==> config.mk <==
export PLATFORM = sky130hd
export DESIGN_NAME = id3v2_tag_text_parser_core
export DESIGN_NICKNAME = d
export VERILOG_FILES = /design/src/rtl/core/id3p_pkg.sv /design/src/rtl/core/id3v2_tag_text_parser_core.sv /design/src/rtl/core/id3p_parser.sv /design/src/rtl/core/id3p_out_queue.sv
export SDC_FILE = /design/constraint.sdc
export NUM_CORES = 1
export LEC_CHECK = 0
export BUFFER_PORTS_ARGS = -buffer_cell sky130_fd_sc_hd__buf_2
export CORE_MARGIN = 8
export CORE_UTILIZATION = 55
export CTS_BUF_LIST = sky130_fd_sc_hd__clkbuf_8
export CTS_CLUSTER_SIZE = 12
export DETAILED_ROUTE_END_ITERATION = 7
export PLACE_DENSITY = 0.82
export SLEW_MARGIN = 10
export SYNTH_ARGS = -nofsm -noshare
export SYNTH_HDL_FRONTEND = slang
export SYNTH_SLANG_ARGS = --single-unit
==> constraint.sdc <==
create_clock -name clk_i -period 5.23 [get_ports clk_i]
set_input_delay 0.2615 -clock clk_i [delete_from_list [all_inputs] [get_ports clk_i]]
set_output_delay 0.2615 -clock clk_i [all_outputs]
set_load 0.02 [all_outputs]
==> src/rtl/core/id3p_pkg.sv <==
// Package for the ID3v2 tag text parser core.
// Holds the parse phase type, result set type, field codes and tag constants.
// No dependencies.
`default_nettype none

package id3p_pkg;

  typedef enum logic [2:0] {
    PH_HEADER,
    PH_EXT,
    PH_FRAME,
    PH_ENC,
    PH_TEXT,
    PH_SKIP,
    PH_DONE
  } phase_e;

  localparam logic [1:0] FIELD_ARTIST = 2'd0;
  localparam logic [1:0] FIELD_TITLE  = 2'd1;
  localparam logic [1:0] FIELD_REPORT = 2'd2;

  localparam int unsigned HdrLen  = 10;
  localparam int unsigned ExtLen  = 4;
  localparam logic [28:0] HdrLenW = 29'd10;
  localparam logic [7:0]  LimitReset = 8'd79;

  localparam logic [7:0] CH_I = 8'h49;
  localparam logic [7:0] CH_D = 8'h44;
  localparam logic [7:0] CH_3 = 8'h33;
  localparam logic [7:0] CH_T = 8'h54;
  localparam logic [7:0] CH_P = 8'h50;
  localparam logic [7:0] CH_E = 8'h45;
  localparam logic [7:0] CH_1 = 8'h31;
  localparam logic [7:0] CH_2 = 8'h32;
  localparam logic [7:0] VER_3 = 8'd3;
  localparam logic [7:0] VER_4 = 8'd4;
  localparam logic [7:0] ENC_UTF16 = 8'd1;
  localparam logic [7:0] BOM_LO = 8'hFF;
  localparam logic [7:0] BOM_HI = 8'hFE;
  localparam int unsigned ExtFlagBit = 6;

  // Results caused by one file byte, delivered char, terminator, report.
  typedef struct packed {
    logic        char_v;
    logic        term_v;
    logic        rep_v;
    logic        target;
    logic [7:0]  char_val;
    logic [28:0] rep_len;
  } result_set_t;

endpackage

`default_nettype wire

==> src/rtl/core/id3v2_tag_text_parser_core.sv <==
// Top level of the ID3v2 tag text parser: parse state plus result register.
// Depends on id3p_pkg, id3p_parser and id3p_out_queue.
//
//   channel   direction  handshake                 payload
//   in        input      in_valid_i / in_stall_o   byte_value_i, first_byte_i
//   out       output     out_valid_o / out_stall_i field_o, char_value_o, last_o, tag_length_o
//   cfg       input      cfg_valid_i / cfg_ready_o cfg_text_limit_i
//
// A byte's results load into the result register at the edge that accepts it.
// A byte with one result or none keeps the rate at one byte per cycle while out_stall_i is low;
// a byte with two or three results (text end, tag end report) holds the input while the result
// register drains one word per cycle.
// A word held by out_stall_i holds the input until the stall drops.
// Reset starts a header parse with text limit 79; first_byte_i restarts it.
`default_nettype none

module id3v2_tag_text_parser_core (
  input  wire logic        clk_i,
  input  wire logic        rst_ni,
  input  wire logic        in_valid_i,
  output logic             in_stall_o,
  input  wire logic [7:0]  byte_value_i,
  input  wire logic        first_byte_i,
  output logic             out_valid_o,
  input  wire logic        out_stall_i,
  output logic [1:0]       field_o,
  output logic [7:0]       char_value_o,
  output logic             last_o,
  output logic [28:0]      tag_length_o,
  input  wire logic        cfg_valid_i,
  output logic             cfg_ready_o,
  input  wire logic [7:0]  cfg_text_limit_i
);
  import id3p_pkg::*;

  result_set_t res;
  logic        can_load;
  logic        accept;

  assign in_stall_o  = ~can_load;
  assign accept      = in_valid_i & can_load;
  assign cfg_ready_o = 1'b1;

  id3p_parser u_parser (
    .clk_i        (clk_i),
    .rst_ni       (rst_ni),
    .accept_i     (accept),
    .byte_value_i (byte_value_i),
    .first_byte_i (first_byte_i),
    .cfg_we_i     (cfg_valid_i),
    .cfg_limit_i  (cfg_text_limit_i),
    .res_o        (res)
  );

  id3p_out_queue u_out_queue (
    .clk_i        (clk_i),
    .rst_ni       (rst_ni),
    .load_i       (accept),
    .res_i        (res),
    .can_load_o   (can_load),
    .out_valid_o  (out_valid_o),
    .out_stall_i  (out_stall_i),
    .field_o      (field_o),
    .char_value_o (char_value_o),
    .last_o       (last_o),
    .tag_length_o (tag_length_o)
  );

endmodule

`default_nettype wire

==> src/rtl/core/id3p_parser.sv <==
// Parse state and per-byte next-state logic of the ID3v2 tag text parser.
// Produces the result set caused by each accepted byte. Depends on id3p_pkg.
`default_nettype none

module id3p_parser (
  input  wire logic               clk_i,
  input  wire logic               rst_ni,
  input  wire logic               accept_i,
  input  wire logic [7:0]         byte_value_i,
  input  wire logic               first_byte_i,
  input  wire logic               cfg_we_i,
  input  wire logic [7:0]         cfg_limit_i,
  output id3p_pkg::result_set_t   res_o
);
  import id3p_pkg::*;

  function automatic logic [27:0] syncsafe(input logic [7:0] a, input logic [7:0] b,
                                           input logic [7:0] c, input logic [7:0] d);
    return {a[6:0], b[6:0], c[6:0], d[6:0]};
  endfunction

  phase_e      phase_q, phase_d, phase_c;
  logic [3:0]  bc_q, bc_d, bc_c;
  logic [1:0]  fc_q, fc_d, fc_c, fc_inc;
  logic [31:0] pos_q, pos_d, pos_c, pos_n;
  logic [31:0] br_q, br_d, br_dec, fsize;
  logic [28:0] len_q, len_d, len_calc, stop_len;
  logic        v3_q, v3_d;
  logic        tgt_q, tgt_d;
  logic        utf_q, utf_d;
  logic        bom_q, bom_d;
  logic [7:0]  held_q, held_d;
  logic [7:0]  limit_q;
  logic [7:0]  hdr_q [HdrLen];
  logic        hdr_wr;
  logic [3:0]  hdr_idx;
  logic [27:0] ss;
  logic        past_end, end_hit;
  logic        do_enter, do_stop, text_fin;
  logic        emit_char;
  logic [7:0]  char_val;
  logic        artist, title;

  always_comb begin
    phase_c = first_byte_i ? PH_HEADER : phase_q;
    bc_c    = first_byte_i ? 4'd0 : bc_q;
    fc_c    = first_byte_i ? 2'd0 : fc_q;
    pos_c   = first_byte_i ? 32'd0 : pos_q;
    pos_n   = (&pos_c) ? pos_c : pos_c + 32'd1;
    past_end = {3'b000, len_q} <= pos_n;
    br_dec  = br_q - 32'd1;
    artist  = hdr_q[0] == CH_T && hdr_q[1] == CH_P && hdr_q[2] == CH_E && hdr_q[3] == CH_1;
    title   = hdr_q[0] == CH_T && hdr_q[1] == CH_I && hdr_q[2] == CH_T && hdr_q[3] == CH_2;
    fsize   = v3_q ? {hdr_q[4], hdr_q[5], hdr_q[6], hdr_q[7]}
                   : {4'd0, syncsafe(hdr_q[4], hdr_q[5], hdr_q[6], hdr_q[7])};
    ss       = '0;
    len_calc = '0;

    phase_d = phase_c;
    bc_d    = bc_c;
    fc_d    = fc_c;
    fc_inc  = fc_c + 2'd1;
    pos_d   = pos_n;
    br_d    = br_q;
    len_d   = len_q;
    v3_d    = v3_q;
    tgt_d   = tgt_q;
    utf_d   = utf_q;
    bom_d   = bom_q;
    held_d  = held_q;
    hdr_wr  = 1'b0;
    hdr_idx = bc_c;
    end_hit = past_end;
    do_enter  = 1'b0;
    do_stop   = 1'b0;
    text_fin  = 1'b0;
    stop_len  = len_q;
    emit_char = 1'b0;
    char_val  = byte_value_i;

    unique case (phase_c)
      PH_HEADER: begin
        hdr_wr = 1'b1;
        bc_d   = bc_c + 4'd1;
        if (bc_c == 4'(HdrLen - 1)) begin
          bc_d     = 4'd0;
          ss       = syncsafe(hdr_q[6], hdr_q[7], hdr_q[8], byte_value_i);
          len_calc = {1'b0, ss} + HdrLenW;
          if (hdr_q[0] != CH_I || hdr_q[1] != CH_D || hdr_q[2] != CH_3) begin
            do_stop  = 1'b1;
            stop_len = '0;
          end else begin
            v3_d  = hdr_q[3] == VER_3;
            len_d = len_calc;
            if (hdr_q[3] != VER_3 && hdr_q[3] != VER_4) begin
              do_stop  = 1'b1;
              stop_len = len_calc;
            end else if (hdr_q[5][ExtFlagBit]) begin
              phase_d = PH_EXT;
            end else begin
              do_enter = 1'b1;
              end_hit  = ss == '0;
            end
          end
        end
      end
      PH_EXT: begin
        hdr_wr  = 1'b1;
        hdr_idx = {2'b00, bc_c[1:0]};
        bc_d    = bc_c + 4'd1;
        if (bc_c == 4'(ExtLen - 1)) begin
          bc_d = 4'd0;
          ss   = syncsafe(hdr_q[0], hdr_q[1], hdr_q[2], byte_value_i);
          if (ss > 28'(ExtLen)) begin
            br_d    = {4'd0, ss - 28'(ExtLen)};
            phase_d = PH_SKIP;
          end else begin
            br_d     = '0;
            do_enter = 1'b1;
          end
        end
      end
      PH_FRAME: begin
        hdr_wr = 1'b1;
        bc_d   = bc_c + 4'd1;
        if (bc_c == 4'(HdrLen - 1)) begin
          bc_d = 4'd0;
          if (hdr_q[0] == 8'd0 ||
              (hdr_q[0] == CH_3 && hdr_q[1] == CH_D && hdr_q[2] == CH_I)) begin
            do_stop = 1'b1;
          end else begin
            br_d = fsize;
            if ((artist || title) && fsize != '0) begin
              tgt_d   = title;
              phase_d = PH_ENC;
            end else if (fsize != '0) begin
              phase_d = PH_SKIP;
            end else begin
              do_enter = 1'b1;
            end
          end
        end
      end
      PH_ENC: begin
        utf_d = byte_value_i == ENC_UTF16;
        br_d  = br_dec;
        if (br_dec > {24'd0, limit_q}) begin
          phase_d = PH_SKIP;
        end else if (br_dec == '0) begin
          text_fin = 1'b1;
        end else begin
          phase_d = PH_TEXT;
          bc_d    = 4'd0;
        end
      end
      PH_TEXT: begin
        if (utf_q) begin
          unique case (bc_c)
            4'd0: begin
              held_d    = byte_value_i;
              bom_d     = br_q > 32'd2;
              emit_char = br_q == 32'd1;
              bc_d      = 4'd1;
            end
            4'd1: begin
              emit_char = !(bom_q && held_q == BOM_LO && byte_value_i == BOM_HI);
              char_val  = held_q;
              bc_d      = 4'd2;
            end
            4'd2: begin
              emit_char = 1'b1;
              bc_d      = 4'd3;
            end
            default: begin
              bc_d = 4'd2;
            end
          endcase
        end else begin
          emit_char = 1'b1;
        end
        br_d = br_dec;
        if (br_q == 32'd1) begin
          text_fin = 1'b1;
        end
      end
      PH_SKIP: begin
        if (br_q != '0) begin
          br_d = br_dec;
        end
        if (br_q == '0 || br_q == 32'd1) begin
          do_enter = 1'b1;
        end
      end
      default: begin
      end
    endcase

    if (text_fin) begin
      fc_d = fc_inc;
      if (fc_inc >= 2'd2) begin
        do_stop = 1'b1;
      end else begin
        do_enter = 1'b1;
      end
    end
    if (do_enter) begin
      if (end_hit) begin
        do_stop = 1'b1;
      end else begin
        phase_d = PH_FRAME;
        bc_d    = 4'd0;
      end
    end
    if (do_stop) begin
      phase_d = PH_DONE;
    end
  end

  always_comb begin
    res_o          = '0;
    res_o.char_v   = emit_char;
    res_o.term_v   = text_fin;
    res_o.rep_v    = do_stop;
    res_o.target   = tgt_q;
    res_o.char_val = char_val;
    res_o.rep_len  = stop_len;
  end

  always_ff @(posedge clk_i or negedge rst_ni) begin
    if (!rst_ni) begin
      phase_q <= PH_HEADER;
      bc_q    <= '0;
      fc_q    <= '0;
      pos_q   <= '0;
      br_q    <= '0;
      len_q   <= '0;
      v3_q    <= 1'b0;
      tgt_q   <= 1'b0;
      utf_q   <= 1'b0;
      bom_q   <= 1'b0;
      limit_q <= LimitReset;
    end else begin
      if (accept_i) begin
        phase_q <= phase_d;
        bc_q    <= bc_d;
        fc_q    <= fc_d;
        pos_q   <= pos_d;
        br_q    <= br_d;
        len_q   <= len_d;
        v3_q    <= v3_d;
        tgt_q   <= tgt_d;
        utf_q   <= utf_d;
        bom_q   <= bom_d;
      end
      if (cfg_we_i) begin
        limit_q <= cfg_limit_i;
      end
    end
  end

  always_ff @(posedge clk_i) begin
    if (accept_i) begin
      held_q <= held_d;
      if (hdr_wr) begin
        hdr_q[hdr_idx] <= byte_value_i;
      end
    end
  end

endmodule

`default_nettype wire

==> src/rtl/core/id3p_out_queue.sv <==
// Result register of the ID3v2 tag text parser: holds one byte's result set
// and hands out its words one per cycle while out_stall_i is low. Depends on id3p_pkg.
`default_nettype none

module id3p_out_queue (
  input  wire logic                 clk_i,
  input  wire logic                 rst_ni,
  input  wire logic                 load_i,
  input  wire id3p_pkg::result_set_t res_i,
  output logic                      can_load_o,
  output logic                      out_valid_o,
  input  wire logic                 out_stall_i,
  output logic [1:0]                field_o,
  output logic [7:0]                char_value_o,
  output logic                      last_o,
  output logic [28:0]               tag_length_o
);
  import id3p_pkg::*;

  logic        cv_q, tv_q, rv_q;
  logic        tgt_q;
  logic [7:0]  ch_q;
  logic [28:0] len_q;
  logic        pop, single;

  assign out_valid_o = cv_q | tv_q | rv_q;
  assign pop         = out_valid_o & ~out_stall_i;
  assign single      = $countones({cv_q, tv_q, rv_q}) == 2'd1;
  assign can_load_o  = ~out_valid_o | (single & ~out_stall_i);

  assign field_o      = (!cv_q && !tv_q) ? FIELD_REPORT : (tgt_q ? FIELD_TITLE : FIELD_ARTIST);
  assign char_value_o = cv_q ? ch_q : 8'd0;
  assign last_o       = ~cv_q & tv_q;
  assign tag_length_o = (!cv_q && !tv_q) ? len_q : 29'd0;

  always_ff @(posedge clk_i or negedge rst_ni) begin
    if (!rst_ni) begin
      cv_q <= 1'b0;
      tv_q <= 1'b0;
      rv_q <= 1'b0;
    end else if (load_i) begin
      cv_q <= res_i.char_v;
      tv_q <= res_i.term_v;
      rv_q <= res_i.rep_v;
    end else if (pop) begin
      priority if (cv_q) begin
        cv_q <= 1'b0;
      end else if (tv_q) begin
        tv_q <= 1'b0;
      end else begin
        rv_q <= 1'b0;
      end
    end
  end

  always_ff @(posedge clk_i) begin
    if (load_i) begin
      tgt_q <= res_i.target;
      ch_q  <= res_i.char_val;
      len_q <= res_i.rep_len;
    end
  end

endmodule

`default_nettype wire

==> flow_metrics.tcl <==
set metrics [dict create \
    clock-sinks 234 \
    hold_path.class "in2reg" \
    finalWirelength_um 38300 \
    gp_congestion 0.976 \
    avgRoutedWirePerCell_um 19.9 \
    synth.largest_area_cell "edfxtp_1" \
    synth_area_um2 14000 \
    path_class "reg2reg" \
    stdcell_count 1920 \
    finalCriticalPeriod_ps 4820 \
    antenna_found_initial 0 \
    tightest_slew_ps 1060 \
    netlist_top_cells_count "nand2_1, o21ai_0, nor2_1, edfxtp_1, dfrtp_1" \
    required_ps 5640 \
    syn-instance-count 1502 \
    post_cts_buffers 0 \
    synth_nets 1578 \
    final.fill_count 2092 \
    clk_path_buf_depth 3 \
    fin_area_um2 15500 \
    grt_pass1_vias 11636 \
    area_growth_pct 10.6 \
    synth_warnings 0 \
    dr.pass1.iters 6 \
    fin_worst_skew_ps 24.8 \
    total_power_mw 5.62 \
    relSlewSlack 0.293 \
    synth_top_area_frac 0.250 \
    tns_ps 0 \
    nets 1635 \
    post-route-period-util 0.922 \
    maxCapViolations 0 \
    r2r_setup_slack_ps 410 \
    end_kind "flip-flop" \
    antennaDiodeCount 0 \
    start_kind "flip-flop" \
    synth_cell_types 77 \
    arrival_ps 5230 \
    power_density_nw_per_um2 362 \
    async_reset_ff_frac 0.500 \
    synth-edff-count 117 \
    ir_drop_mv 0.226 \
    place_area_um2 14600 \
    critPathMaxFanout 5 \
    rsz0062_at_grt "no" \
    start_util 0.559 \
    clk_latency_ps 560 \
    die_w_um 176 \
    ys.flop_type "edfxtp_1" \
    seq_area_frac_synth 0.459 \
    dieArea_um2 30900 \
    port_buffers 63 \
    setup-violations-final 0 \
    rows 58 \
    grt-ovfl-total 0 \
    clkTransAtPathRegs_ps 60 \
    track_usage 0.246 \
    die_y_um 176 \
    fin_hold_ws_ps 33.7 \
    cts_tree "built" \
    via_per_inst 6.28 \
    ys_ff_latch 234 \
    grt_pass1_wl_um 61500 \
    syn_avg_cell_area_um2 9.34 \
    power_leakage_nw 6.00 \
    dp.cells 1837 \
    final_layout_size_suffix_gt1_frac 0.116 \
    grt_max_degree 76 \
    dpl.hpwl_um 27400 \
    maxClockFrequency_ghz 0.207 \
    numCtsBuffers 40 \
    synthTopCellsByArea "edfxtp_1, dfrtp_1, o21ai_0, nand2_1, ha_1" \
    slew_viol_final 0 \
    num_vias 12055 \
    ant_nets 0 \
    htreeDepth 2 \
    ios 65 \
    drc 0 \
    yosysMostFrequentCell "nand2_1" \
    drt_iter0_drc 1388 \
    status "finished, final reports clean" \
    core_region_area_um2 25100 \
    hold_viol_final 0 \
    cts_root_buffer "clkbuf_8" \
]
sequential cells by signal (all words and copies together) (netlist names):
signal	flops
u_parser.hdr_q	71
u_out_queue.tgt_q	1
u_parser.pos_q	32
u_parser.limit_q	8
u_parser.fc_q	2
u_parser.phase_q	3
u_parser.br_q	32
u_parser.bc_q	4
u_out_queue.rv_q	1
u_parser.v3_q	1
u_parser.len_q	29
u_out_queue.tv_q	1
u_parser.bom_q	1
u_out_queue.ch_q	8
u_out_queue.cv_q	1
u_parser.tgt_q	1
u_parser.utf_q	1
u_out_queue.len_q	29
u_parser.held_q	8
through the flow:
step           setup slack, ps   util
6_report                   409  0.618
5_1_grt                    107  0.618
4_1_cts                    344  0.618
3_5_place_dp               314  0.583
3_3_place_gp               525  0.583
2_1_floorplan             65.1      -
power by group:
group | internal (mW) | switching [mW]
clock | 0.861 | 0.766
combinational | 0.541 | 0.983
sequential | 2.18 | 0.289
total | 3.59 | 2.04
path summary, 6_finish.rpt:
path / start / end / depth (start not counted)
max: u_parser.pos_q[0] / u_parser.bc_q[0] / 22
max in group asynchronous: rst_ni / u_parser.pos_q[10] / 3
min reg2reg: u_parser.tgt_q / u_out_queue.tgt_q / 0
min: cfg_valid_i / u_parser.limit_q[3] / 3
min in group asynchronous: rst_ni / u_parser.br_q[19] / 2
max reg2reg: u_parser.pos_q[0] / u_parser.bc_q[0] / 22
critical path: stages, from the launching register on:
cell and delay, ps:
dfrtp_1 390, nor2b_1 230, ha_1 270, and4_1 270, nand4_1 120, nand2_1 130, nor2_1 60, and2_1 210
and3_1 230, and3_1 220, xor2_1 140, nand2b_1 70, ha_1 290, nand4_1 190, nor4_2 450, nand2_1 90
nand4_1 110, a311oi_1 70, or4_1 590, nand2_1 110, nand2_1 60, nor2_1 270, nor2_1 100
area by class of cell:
| class | count | area [um^2] | area share |
|---|---|---|---|
| multi-input combinational | 1161 | 7200 | 0.464 |
| sequential | 234 | 6450 | 0.416 |
| timing repair buffer | 93 | 568 | 0.0366 |
| inverter | 29 | 109 | 0.00702 |
| tap | 330 | 413 | 0.0266 |
| clock inverter | 30 | 185 | 0.0119 |
| clock buffer | 43 | 592 | 0.0381 |
cells in the final DEF (no fill, tap or decap), types with 9 or more instances in the layout:
master	count
inv_1	39
o22ai_1	13
nor2b_1	16
or3_1	17
buf_4	21
mux2i_1	22
nand3_1	34
a222oi_1	9
dlygate4sd3_1	10
xor2_1	45
xnor2_1	41
nand2b_1	38
and3_1	19
or4_1	10
o21ai_0	163
edfxtp_1	117
and2_1	46
nor3_1	44
mux2_2	19
clkinv_1	9
dfrtp_1	112
buf_2	62
nand4_1	40
nor4_1	29
nand2_1	183
clkbuf_8	43
ha_1	53
nor2_1	130
a31oi_1	10
a21oi_1	63
routing by layer:
| metal | vias to the layer above | global-route usage | part of all wire |
|---|---|---|---|
| met4 | 0 | 0.103 | 0.042 |
| met1 | 5735 | 0.327 | 0.41 |
| met5 | - | 0 | 0 |
| met3 | 115 | 0.0520 | 0.094 |
| met2 | 607 | 0.384 | 0.45 |
| li1 | 5598 | - | - |
logic make-up after synthesis:
kind of cell,count (synthesis),synth area share
multiplexers,41,0.0309
XOR/XNOR,86,0.0537
AO/OA/AOI/OAI,317,0.132
buffers and inverters,107,0.0300
flip-flops,234,0.459
AND/OR/NAND/NOR,662,0.244
other,1,0.000267
adder cells (fa/ha/maj),54,0.0487
repair_timing:
action	in CTS	in global routing
hold buffers	10	0
endpoints found under the hold margin	57	0
endpoints found under the setup margin	0	3
resized for setup	0	1
Note: power is estimated with default switching activity, not from simulation.
